$ cat config.mk
export PLATFORM = sky130hd
export DESIGN_NAME = k_group_stream_reverser_core
export DESIGN_NICKNAME = d
export VERILOG_FILES = /design/src/design/kgsr_pkg.sv /design/src/design/kgsr_group_mem.sv /design/src/design/kgsr_seq.sv /design/src/design/k_group_stream_reverser_core.sv
export SDC_FILE = /design/constraint.sdc
export NUM_CORES = 2
export LEC_CHECK = 0
export ABC_CLOCK_PERIOD_IN_PS = 3790
export BUFFER_PORTS_ARGS = -buffer_cell sky130_fd_sc_hd__buf_2
export CELL_PAD_IN_SITES_DETAIL_PLACEMENT = 1
export CELL_PAD_IN_SITES_GLOBAL_PLACEMENT = 1
export CORE_MARGIN = 2
export CORE_UTILIZATION = 56
export DETAILED_ROUTE_END_ITERATION = 8
export PLACE_DENSITY_LB_ADDON = 0.1
export SYNTH_ARGS = -nofsm -noshare
export SYNTH_HDL_FRONTEND = slang
export SYNTH_SLANG_ARGS = --single-unit
$ cat constraint.sdc
create_clock -name clock -period 3.79 [get_ports clock]
set_clock_uncertainty 0.1 [all_clocks]
set_input_delay 0.379 -clock clock [delete_from_list [all_inputs] [get_ports clock]]
set_output_delay 0.379 -clock clock [all_outputs]
set_load 0.05 [all_outputs]
$ cat src/design/kgsr_pkg.sv
// Shared constants, types and helpers for the k-group stream reverser.
// Used by kgsr_group_mem, kgsr_seq and k_group_stream_reverser_core.
package kgsr_pkg;

   localparam int MAX_GROUP  = 64;
   localparam int DATA_WIDTH = 32;
   localparam int ADDR_W     = $clog2(MAX_GROUP);
   localparam int CNT_W      = $clog2(MAX_GROUP + 1);
   localparam int CFG_W      = 7;

   localparam logic [CFG_W-1:0] GROUP_SIZE_RESET = CFG_W'(2);

   // Memory access request from the sequencer
   typedef struct packed {
      logic                  wr_en;
      logic [ADDR_W-1:0]     wr_addr;
      logic [DATA_WIDTH-1:0] wr_data;
      logic                  rd_en;
      logic [ADDR_W-1:0]     rd_addr;
   } mem_req_type;

   // Sequencer status seen by the top level
   typedef struct packed {
      logic             busy;
      logic [CNT_W-1:0] fill;
   } seq_status_type;

   // Map the raw register onto 1..MAX_GROUP
   function automatic logic [CNT_W-1:0] effective_group(input logic [CFG_W-1:0] gs);
      logic [CNT_W-1:0] k;
      if (gs == '0) begin
         k = CNT_W'(1);
      end else if (CNT_W'(gs) > CNT_W'(MAX_GROUP)) begin
         k = CNT_W'(MAX_GROUP);
      end else begin
         k = CNT_W'(gs);
      end
      return k;
   endfunction

endpackage

$ cat src/design/kgsr_group_mem.sv
// Group buffer: one write port, one read port, registered read data.
// Depends on kgsr_pkg for depth, widths and the request struct.
module kgsr_group_mem
   import kgsr_pkg::*;
(
   input  logic                  clock,
   input  mem_req_type           mem_req,
   output logic [DATA_WIDTH-1:0] rd_data
);

   logic [DATA_WIDTH-1:0] mem_array [MAX_GROUP];
   logic [DATA_WIDTH-1:0] rd_data_ff;

   // Write an item and read one entry per cycle
   always_ff @(posedge clock) begin
      if (mem_req.wr_en) begin
         mem_array[mem_req.wr_addr] <= mem_req.wr_data;
      end
      if (mem_req.rd_en) begin
         rd_data_ff <= mem_array[mem_req.rd_addr];
      end
   end

   assign rd_data = rd_data_ff;

endmodule

$ cat src/design/kgsr_seq.sv
// Sequencer: stores items, decides when a group flushes, reads it back
// through the group buffer and drives the result register. Uses kgsr_pkg.
module kgsr_seq
   import kgsr_pkg::*;
(
   input  logic                  clock,
   input  logic                  reset,
   input  logic [CNT_W-1:0]      group_k,
   input  logic                  req_valid,
   output logic                  req_stall,
   input  logic [DATA_WIDTH-1:0] req_item_value,
   input  logic                  req_end_of_list,
   output logic                  rsp_valid,
   input  logic                  rsp_stall,
   output logic [DATA_WIDTH-1:0] rsp_out_value,
   output logic                  rsp_last_of_run,
   output logic                  rsp_list_done,
   output mem_req_type           mem_req,
   input  logic [DATA_WIDTH-1:0] rd_data,
   output seq_status_type        status
);

   typedef enum logic [1:0] {
      S_IDLE,
      S_FETCH,
      S_LOAD
   } state_type;

   state_type             state_ff, state_in;
   logic [CNT_W-1:0]      fill_ff, fill_in;
   logic [CNT_W-1:0]      remain_ff, remain_in;
   logic [ADDR_W-1:0]     idx_ff, idx_in;
   logic                  rev_ff, rev_in;
   logic                  eol_ff, eol_in;
   logic                  rsp_valid_ff, rsp_valid_in;
   logic [DATA_WIDTH-1:0] rsp_value_ff;
   logic                  rsp_last_ff, rsp_done_ff;

   logic             req_take;
   logic             out_free;
   logic             load;
   logic [CNT_W-1:0] n_items;
   logic             last_one;

   assign req_take = req_valid && (state_ff == S_IDLE);
   assign out_free = !rsp_valid_ff || !rsp_stall;
   assign load     = (state_ff == S_LOAD) && out_free;
   assign n_items  = fill_ff + CNT_W'(1);
   assign last_one = (remain_ff == CNT_W'(1));

   // Next-state logic
   always_comb begin
      state_in  = state_ff;
      fill_in   = fill_ff;
      remain_in = remain_ff;
      idx_in    = idx_ff;
      rev_in    = rev_ff;
      eol_in    = eol_ff;
      case (state_ff)
         S_IDLE: begin
            if (req_take) begin
               eol_in = req_end_of_list;
               if (n_items >= group_k) begin
                  // full group: read back newest first
                  fill_in   = '0;
                  remain_in = n_items;
                  idx_in    = fill_ff[ADDR_W-1:0];
                  rev_in    = 1'b1;
                  state_in  = S_FETCH;
               end else if (req_end_of_list) begin
                  // partial group at end: read back oldest first
                  fill_in   = '0;
                  remain_in = n_items;
                  idx_in    = '0;
                  rev_in    = 1'b0;
                  state_in  = S_FETCH;
               end else begin
                  fill_in = n_items;
               end
            end
         end
         S_FETCH: begin
            state_in = S_LOAD;
         end
         S_LOAD: begin
            if (load) begin
               remain_in = remain_ff - CNT_W'(1);
               idx_in    = rev_ff ? idx_ff - ADDR_W'(1) : idx_ff + ADDR_W'(1);
               state_in  = last_one ? S_IDLE : S_FETCH;
            end
         end
         default: begin
            state_in = S_IDLE;
         end
      endcase
   end

   // Hold a result until taken, load the next one when free
   assign rsp_valid_in = load || (rsp_valid_ff && rsp_stall);

   // State and registered outputs
   always_ff @(posedge clock) begin
      if (reset) begin
         state_ff     <= S_IDLE;
         fill_ff      <= '0;
         remain_ff    <= '0;
         rsp_valid_ff <= 1'b0;
      end else begin
         state_ff     <= state_in;
         fill_ff      <= fill_in;
         remain_ff    <= remain_in;
         rsp_valid_ff <= rsp_valid_in;
      end
      idx_ff <= idx_in;
      rev_ff <= rev_in;
      eol_ff <= eol_in;
      if (load) begin
         rsp_value_ff <= rd_data;
         rsp_last_ff  <= last_one;
         rsp_done_ff  <= last_one && eol_ff;
      end
   end

   // Memory requests: write on accept, read while fetching
   always_comb begin
      mem_req.wr_en   = req_take;
      mem_req.wr_addr = fill_ff[ADDR_W-1:0];
      mem_req.wr_data = req_item_value;
      mem_req.rd_en   = (state_ff == S_FETCH);
      mem_req.rd_addr = idx_ff;
   end

   assign req_stall       = (state_ff != S_IDLE);
   assign rsp_valid       = rsp_valid_ff;
   assign rsp_out_value   = rsp_value_ff;
   assign rsp_last_of_run = rsp_last_ff;
   assign rsp_list_done   = rsp_done_ff;
   assign status.busy     = (state_ff != S_IDLE);
   assign status.fill     = fill_ff;

endmodule

$ cat src/design/k_group_stream_reverser_core.sv
// Top level of the k-group stream reverser: group size register,
// sequencer and group buffer. Depends on kgsr_pkg, kgsr_seq, kgsr_group_mem.
//
//   channel  direction  handshake               payload
//   req      in         req_valid / req_stall   req_item_value, req_end_of_list
//   rsp      out        rsp_valid / rsp_stall   rsp_out_value, rsp_last_of_run,
//                                               rsp_list_done
//   csr      in         csr_wr_en               csr_wr_data (group size)
//
// An item that does not flush is taken without a stall. An item that flushes
// a group holds req_stall high while the group is read back: each result is a
// buffer read (S_FETCH), then a result register load (S_LOAD) held by rsp_stall.
// Reset (synchronous, active high) empties the buffer count and sets group size 2.
// rsp_stall only delays loading the result register; a new item is taken while
// a result still waits.
module k_group_stream_reverser_core
   import kgsr_pkg::*;
(
   input  logic                         clock,
   input  logic                         reset,
   input  logic                         req_valid,
   output logic                         req_stall,
   input  logic signed [DATA_WIDTH-1:0] req_item_value,
   input  logic                         req_end_of_list,
   output logic                         rsp_valid,
   input  logic                         rsp_stall,
   output logic signed [DATA_WIDTH-1:0] rsp_out_value,
   output logic                         rsp_last_of_run,
   output logic                         rsp_list_done,
   input  logic                         csr_wr_en,
   input  logic [CFG_W-1:0]             csr_wr_data
);

   logic [CFG_W-1:0]      group_size_ff;
   logic [CNT_W-1:0]      group_k;
   mem_req_type           mem_req;
   logic [DATA_WIDTH-1:0] rd_data;
   logic [DATA_WIDTH-1:0] out_value;
   seq_status_type        status;

   // Hold the group size register
   always_ff @(posedge clock) begin
      if (reset) begin
         group_size_ff <= GROUP_SIZE_RESET;
      end else if (csr_wr_en) begin
         group_size_ff <= csr_wr_data;
      end
   end

   assign group_k = effective_group(group_size_ff);

   kgsr_seq u_seq (
      .clock           (clock),
      .reset           (reset),
      .group_k         (group_k),
      .req_valid       (req_valid),
      .req_stall       (req_stall),
      .req_item_value  (req_item_value),
      .req_end_of_list (req_end_of_list),
      .rsp_valid       (rsp_valid),
      .rsp_stall       (rsp_stall),
      .rsp_out_value   (out_value),
      .rsp_last_of_run (rsp_last_of_run),
      .rsp_list_done   (rsp_list_done),
      .mem_req         (mem_req),
      .rd_data         (rd_data),
      .status          (status)
   );

   kgsr_group_mem u_mem (
      .clock   (clock),
      .mem_req (mem_req),
      .rd_data (rd_data)
   );

   assign rsp_out_value = out_value;

   // The buffer count never reaches the buffer depth between items
   a_fill_bound: assert property (@(posedge clock) disable iff (reset)
      status.fill < CNT_W'(MAX_GROUP))
      else $error("fill count reached buffer depth");

   // The buffer is empty while a group is read back
   a_busy_empty: assert property (@(posedge clock) disable iff (reset)
      status.busy |-> status.fill == '0)
      else $error("items stored while flushing");

   // End of list always empties the buffer
   a_eol_flush: assert property (@(posedge clock) disable iff (reset)
      (req_valid && !req_stall && req_end_of_list) |=> status.fill == '0)
      else $error("end of list left items stored");

   // End of output list is the last result of its run
   a_done_last: assert property (@(posedge clock) disable iff (reset)
      (rsp_valid && rsp_list_done) |-> rsp_last_of_run)
      else $error("list_done without last_of_run");

endmodule
Word level (Yosys, flattened, before mapping)
Memory sizes are Yosys's and may differ from the RTL's. A register that Yosys moved wholly into a read port is not among the register bits.
Index checks and enable logic that the tools add are counted.
{ "totals": {"register_bits": 66, "latch_bits": 0, "mem_bits_rw": 2048, "mem_bits_ro": 0, "in_bits": 45, "out_inout_bits": 36, "wordCells": 65, "memories": 1} }
{ "classes": {"n_addsub": 4, "n_mul": 0, "div": 0, "magnitude_cmp": 2, "n_eq_ne": 6, "n_shift": 0, "mux": 24, "bitwise_logic": 0, "reduce_logical": 17} }
{ "memory_table": {"columns": ["memory", "words", "width", "rd", "rd_ports_with_merged_regs", "wr", "line_no", "rtl"], "rows": [
  ["u_mem.mem_array", 64, 32, 1, 1, 1, "kgsr_group_mem.sv:11", "logic [DATA_WIDTH-1:0] mem_array [MAX_GROUP];"]
]} }
{ "ops": {"columns": ["op", "count"], "rows": [
  ["7-bit two-way mux", 8],
  ["6-bit two-way mux", 5],
  ["7-bit case mux with 2 select lines", 1],
  ["6-bit case mux with 2 select lines", 1],
  ["2-bit two-way mux", 4],
  ["7-bit by 1-bit adder with 7-bit output (second input constant)", 1],
  ["7-bit by 1-bit equality test with 1-bit output (second input constant)", 1],
  ["7-bit >= comparator", 1],
  ["7-bit greater-than comparator (second input constant)", 1],
  ["7-bit logical NOT", 1],
  ["7-bit by 1-bit subtractor with 7-bit output (second input constant)", 1],
  ["6-bit by 1-bit adder with 6-bit output (second input constant)", 1],
  ["2-bit case mux with 3 select lines", 1],
  ["3-bit AND reduction", 2],
  ["2-bit nonzero test", 3],
  ["6-bit by 1-bit subtractor with 6-bit output (second input constant)", 1],
  ["1-bit logical AND", 4],
  ["1-bit two-way mux", 4],
  ["2-bit by 1-bit != test with 1-bit output (second input constant)", 2],
  ["4-bit AND reduction", 1],
  ["3-bit != test (second input constant)", 1],
  ["2-bit by 1-bit equality test with 1-bit output (second input constant)", 1],
  ["2-bit equality test (second input constant)", 1],
  ["1-bit logical NOT", 2],
  ["3 further kinds", 4]
]} }

Depth between registers and ports, before layout
{ "logic_depth": {"depth_word": 7, "mapped_depth": 12} }

By module
From an unflattened synthesis, not the netlist that was laid out.
{ "unflattened": {"cells_unflattened": 3624, "area_unflattened_um2": 82251.4} }
{ "by_module_without_submodules": {"columns": ["module", "instances", "cells_per_inst", "area_each_um2", "seq_area_each_um2"], "rows": [
  ["kgsr_group_mem", 1, 3324, 78835.6, 62459.9],
  ["kgsr_seq", 1, 269, 3106.7, 1601.5],
  ["k_group_stream_reverser_core", 1, 31, 309.0, 140.1]
]} }

Worst setup path before layout
Ideal clock, no wire load.
{ "synth_path": {"path_kind": "input to register", "from": "input port req_valid", "to": "memory u_mem.mem_array[43][0] (enable)", "setup_time_ns": 0.421, "arrival_ns": 2.688, "required_time_ns": 3.269, "slack_ns": 0.581, "cell_stages": 5, "path_buffers": 1, "cell_sequence": "or3b_1 -> clkbuf_1 -> nor2_1 -> nand3_1 -> nor2_1"} }
{ "synth_between": {"elab_chain_cells": 3} }
{ "synth_rtl": {"columns": ["element", "line_no", "rtl"], "rows": [
  ["start: declaration", "k_group_stream_reverser_core.sv:21", "input logic req_valid,"],
  ["1-bit logical AND", "kgsr_seq.sv:45", "assign req_take = req_valid && (state_ff == S_IDLE);"],
  ["1-bit two-way mux", "kgsr_group_mem.sv:16", "if (mem_req.wr_en) begin"],
  ["1-bit two-way mux (implied by the code)", "kgsr_group_mem.sv:17", "mem_array[mem_req.wr_addr] <= mem_req.wr_data;"],
  ["end: declaration", "kgsr_group_mem.sv:11", null]
]} }
Every way passes these cells.

==> run_results.csv <==
group,metric,value,unit
yosys,synth_compound_area_share,2.87,%
critical_path,timing.critical_path.buf_inv,3,
yosys,synth_simple_gate_area_share,1.86,%
critical_path,cp.required,4220,ps
sta,fin_crit_sh,93.8,%
sta,tns,0,ps
drt,drtAntennaViolNets,0,
critical_path,startpoint_type,"flop",
yosys,synth.avg_cell_area,22.4,um2
pwr,power_density,545,mW/mm2
critical_path,crit_path_end_kind,"flop",
placed_design,dp_hpwl,127000,um
yosys,synth.distinct_cells,57,
yosys,async_flop_share,0,%
grt,grt_pass1_wl,320000,um
clock_network,clk_latency,850,ps
grt,grt_max_degree,96,
critical_path,crit_family,"compound AO/OA/AOI/OAI gates",
die,fp-row-count,140,
yosys,synth_top_family_by_area,"multiplexers",
yosys,syn_nets,3714,
drt,vias_per_cell,6.75,
sta,tightest_slew,1330,ps
placed_design,placed_area,0.0861,mm2
yosys,yosys.area_share.xor_xnor,0.161,%
drt,wl,224000,um
die,die_w,386,um
drt,vias,40899,
yosys,syn_inst,3654,
grt,grt_pass1_vias,42982,
sta,hold_viol_final,0,
final_layout,nets,4031,
sta,period_minus_slack,3560,ps
flow_run,maxCapViolCount,0,
placed_design,port_buffers,80,
yosys,muxShareOfSynthArea,15.0,%
critical_path,critPathArrivalTime,3980,ps
die,die_h,386,um
clock_network,clk_pin_slew,60,ps
sta,setup_slack,233,ps
outcome,status,"finished, final reports clean",
clock_network,numCtsBuffers,207,
die,die_area,0.149,mm2
critical_path,path_cells,"buf_12 -> buf_12 -> buf_12 -> mux4_2 -> a22oi_1 -> a21oi_1 -> a31oi_1 -> o21ai_0",
critical_path,critPathMaxStageDelay,620,ps
clock_network,cts_setup_buffers,0,
yosys,synth_fa_ha_area_share,0.239,%
drt,firstDrtPassIters,6,
placed_design,pre_cts_ws,215,ps
yosys,ys_ff_latch,2146,
critical_path,crit_path_top_delay_cell,"a31oi_1",
sta,drv_slew,0,
yosys,ys.warnings.count,0,
sta,rsz0062_at_grt,"no",
clock_network,cts.htree.levels,4,
final_layout,drive_gt1_share,28.0,%
die,ios,81,
critical_path,crit_fanout,37,
final_layout,area_growth,13.4,%
drt,drc,0,
die,start_util,56.3,%
clock_network,clockBufferDepth,3,
grt,antenna_found_initial,16,
clock_network,root_buffer,"clkbuf_16",
critical_path,crit_type,"flop to flop",
grt,grt_usage,30.8,%
yosys,synthFlopType,"edfxtp_1",
drt,wire_per_inst,37.0,um
clock_network,clock_sinks,2146,
yosys,synth-edff-count,2122,
drt,drt_iter0_drc,4660,
pwr,cellLeakagePower,29.1,nW
clock_network,cts_tree,"built",
final_layout,final_cell_area,0.0927,mm2
die,core,0.145,mm2
critical_path,crit_top_cell,"buf_12",
yosys,ys_seq_area_share,78.5,%
sta,slew_headroom,11.5,%
sta,fmax,281,MHz
yosys,syn_area,0.0817,mm2
grt,grt-ovfl-total,0,
hold_path,min_path_type,"input port to flop",
pwr,ir_drop,0.431,mV
sta,finalSetupViolCount,0,
placed_design,gp_congestion,0.852,
## placed cells by master, fill, tap and decap left out, types with 9 or more instances in the layout
cell type / Yosys / final
buf_2: 46 / 80
buf_4: 40 / 160
clkbuf_1: 89 / 44
clkinv_2: 0 / 39
ha_1: 14 / 14
o221ai_1: 29 / 29
o22ai_1: 35 / 35
o21ai_0: 41 / 41
nor3_1: 22 / 22
mux4_2: 512 / 512
a31oi_1: 19 / 19
buf_12: 0 / 40
clkbuf_16: 0 / 212
nor2_4: 0 / 66
a22o_1: 34 / 34
edfxtp_1: 2122 / 2122
nand2_1: 102 / 102
inv_1: 10 / 9
a22oi_1: 10 / 10
a21oi_1: 80 / 80
nand2b_1: 16 / 16
a221oi_1: 54 / 54
clkinv_1: 0 / 59
dlygate4sd3_1: 0 / 27
nor2_1: 127 / 61
bufinv_16: 0 / 10
mux2i_1: 68 / 68
dfxtp_1: 24 / 24
nand3_1: 25 / 25
## metal layers
metal,GRT usage [%],wire (um)
met5,0,48
met3,5.11,18000
met1,43.4,87600
met2,49.6,111000
met4,11.1,8230
## synth_stat cells (25+ instances only)
cell type / number / share of area [%]
edfxtp_1: 2122 / 78
a221oi_1: 54 / 0.58
buf_4: 40 / 0.37
nand3_1: 25 / 0.15
a21oi_1: 80 / 0.49
o221ai_1: 29 / 0.31
nand2_1: 102 / 0.47
clkbuf_1: 89 / 0.41
mux4_2: 512 / 14
a22o_1: 34 / 0.36
nor2_1: 127 / 0.58
o21ai_0: 41 / 0.25
o22ai_1: 35 / 0.27
buf_2: 46 / 0.28
mux2i_1: 68 / 0.83
## sequential cells by signal (all words and copies together) (netlist names), 2 cells and up
| signal | cells |
|---|---|
| u_mem.mem_array | 2048 |
| u_mem.rd_data | 32 |
| u_seq.rsp_out_value | 32 |
| group_size_ff | 7 |
| u_seq.fill_ff | 7 |
| u_seq.remain_ff | 7 |
| u_seq.idx_ff | 6 |
| u_seq.state_ff | 2 |
## cell families after synthesis
logic type	count (synthesis)
AO/OA/AOI/OAI	339
XOR/XNOR	15
adder cells (fa/ha/maj)	15
buffers and inverters	212
flip-flops	2146
multiplexers	588
AND/OR/NAND/NOR	339
## what timing repair did
item | in CTS | in global routing
hold buffers | 27 | 0
gates resized for setup | 0 | 1
endpoints found under the setup margin | 0 | 2
endpoints found under the hold margin | 99 | 0
## final cells by class
class                      count  area [um2]
antenna                        5        12.5
tap                         1917        2400
fill                       11495       52500
timing repair buffer         307        2670
clock inverter               121         845
clock buffer                 256        5470
multi-input combinational   1296       17000
sequential                  2146       64200
inverter                      13        48.8
## report_power, final
part | internal [W] | switching (W)
clock network | 0.0109 | 0.00864
logic | 0.00181 | 0.00281
registers | 0.0263 | 0.000114
total | 0.0389 | 0.0116
## metrics by stage
step,instances,utilization (%),hold slack [ps],power [W]
global placement,5652,59.3,313,0.0313
floorplan,3654,-,300,0.0296
finish,6061,63.8,55.2,0.0505
detailed placement,5652,59.3,312,0.0315
global route,6057,63.8,40.9,0.0519
CTS,6056,63.8,10.4,0.0508
## worst paths after layout
| check | slack, ps | end | depth (start not counted) | from |
|---|---|---|---|---|
| setup / recovery | 230 | u_mem.rd_data[2]$_DFFE_PN_ | 8 | u_seq.idx_ff[0]$_DFFE_PP_ |
| hold / removal | 60 | u_mem.mem_array[19][3]$_DFFE_PP_ | 1 | req_item_value[3] |
| setup reg to reg | 230 | u_mem.rd_data[2]$_DFFE_PN_ | 8 | u_seq.idx_ff[0]$_DFFE_PP_ |
| hold reg to reg | 330 | u_seq.rsp_out_value[0]$_DFFE_PP_ | 0 | u_mem.rd_data[0]$_DFFE_PN_ |
Note: power is estimated with default switching activity, not from simulation.
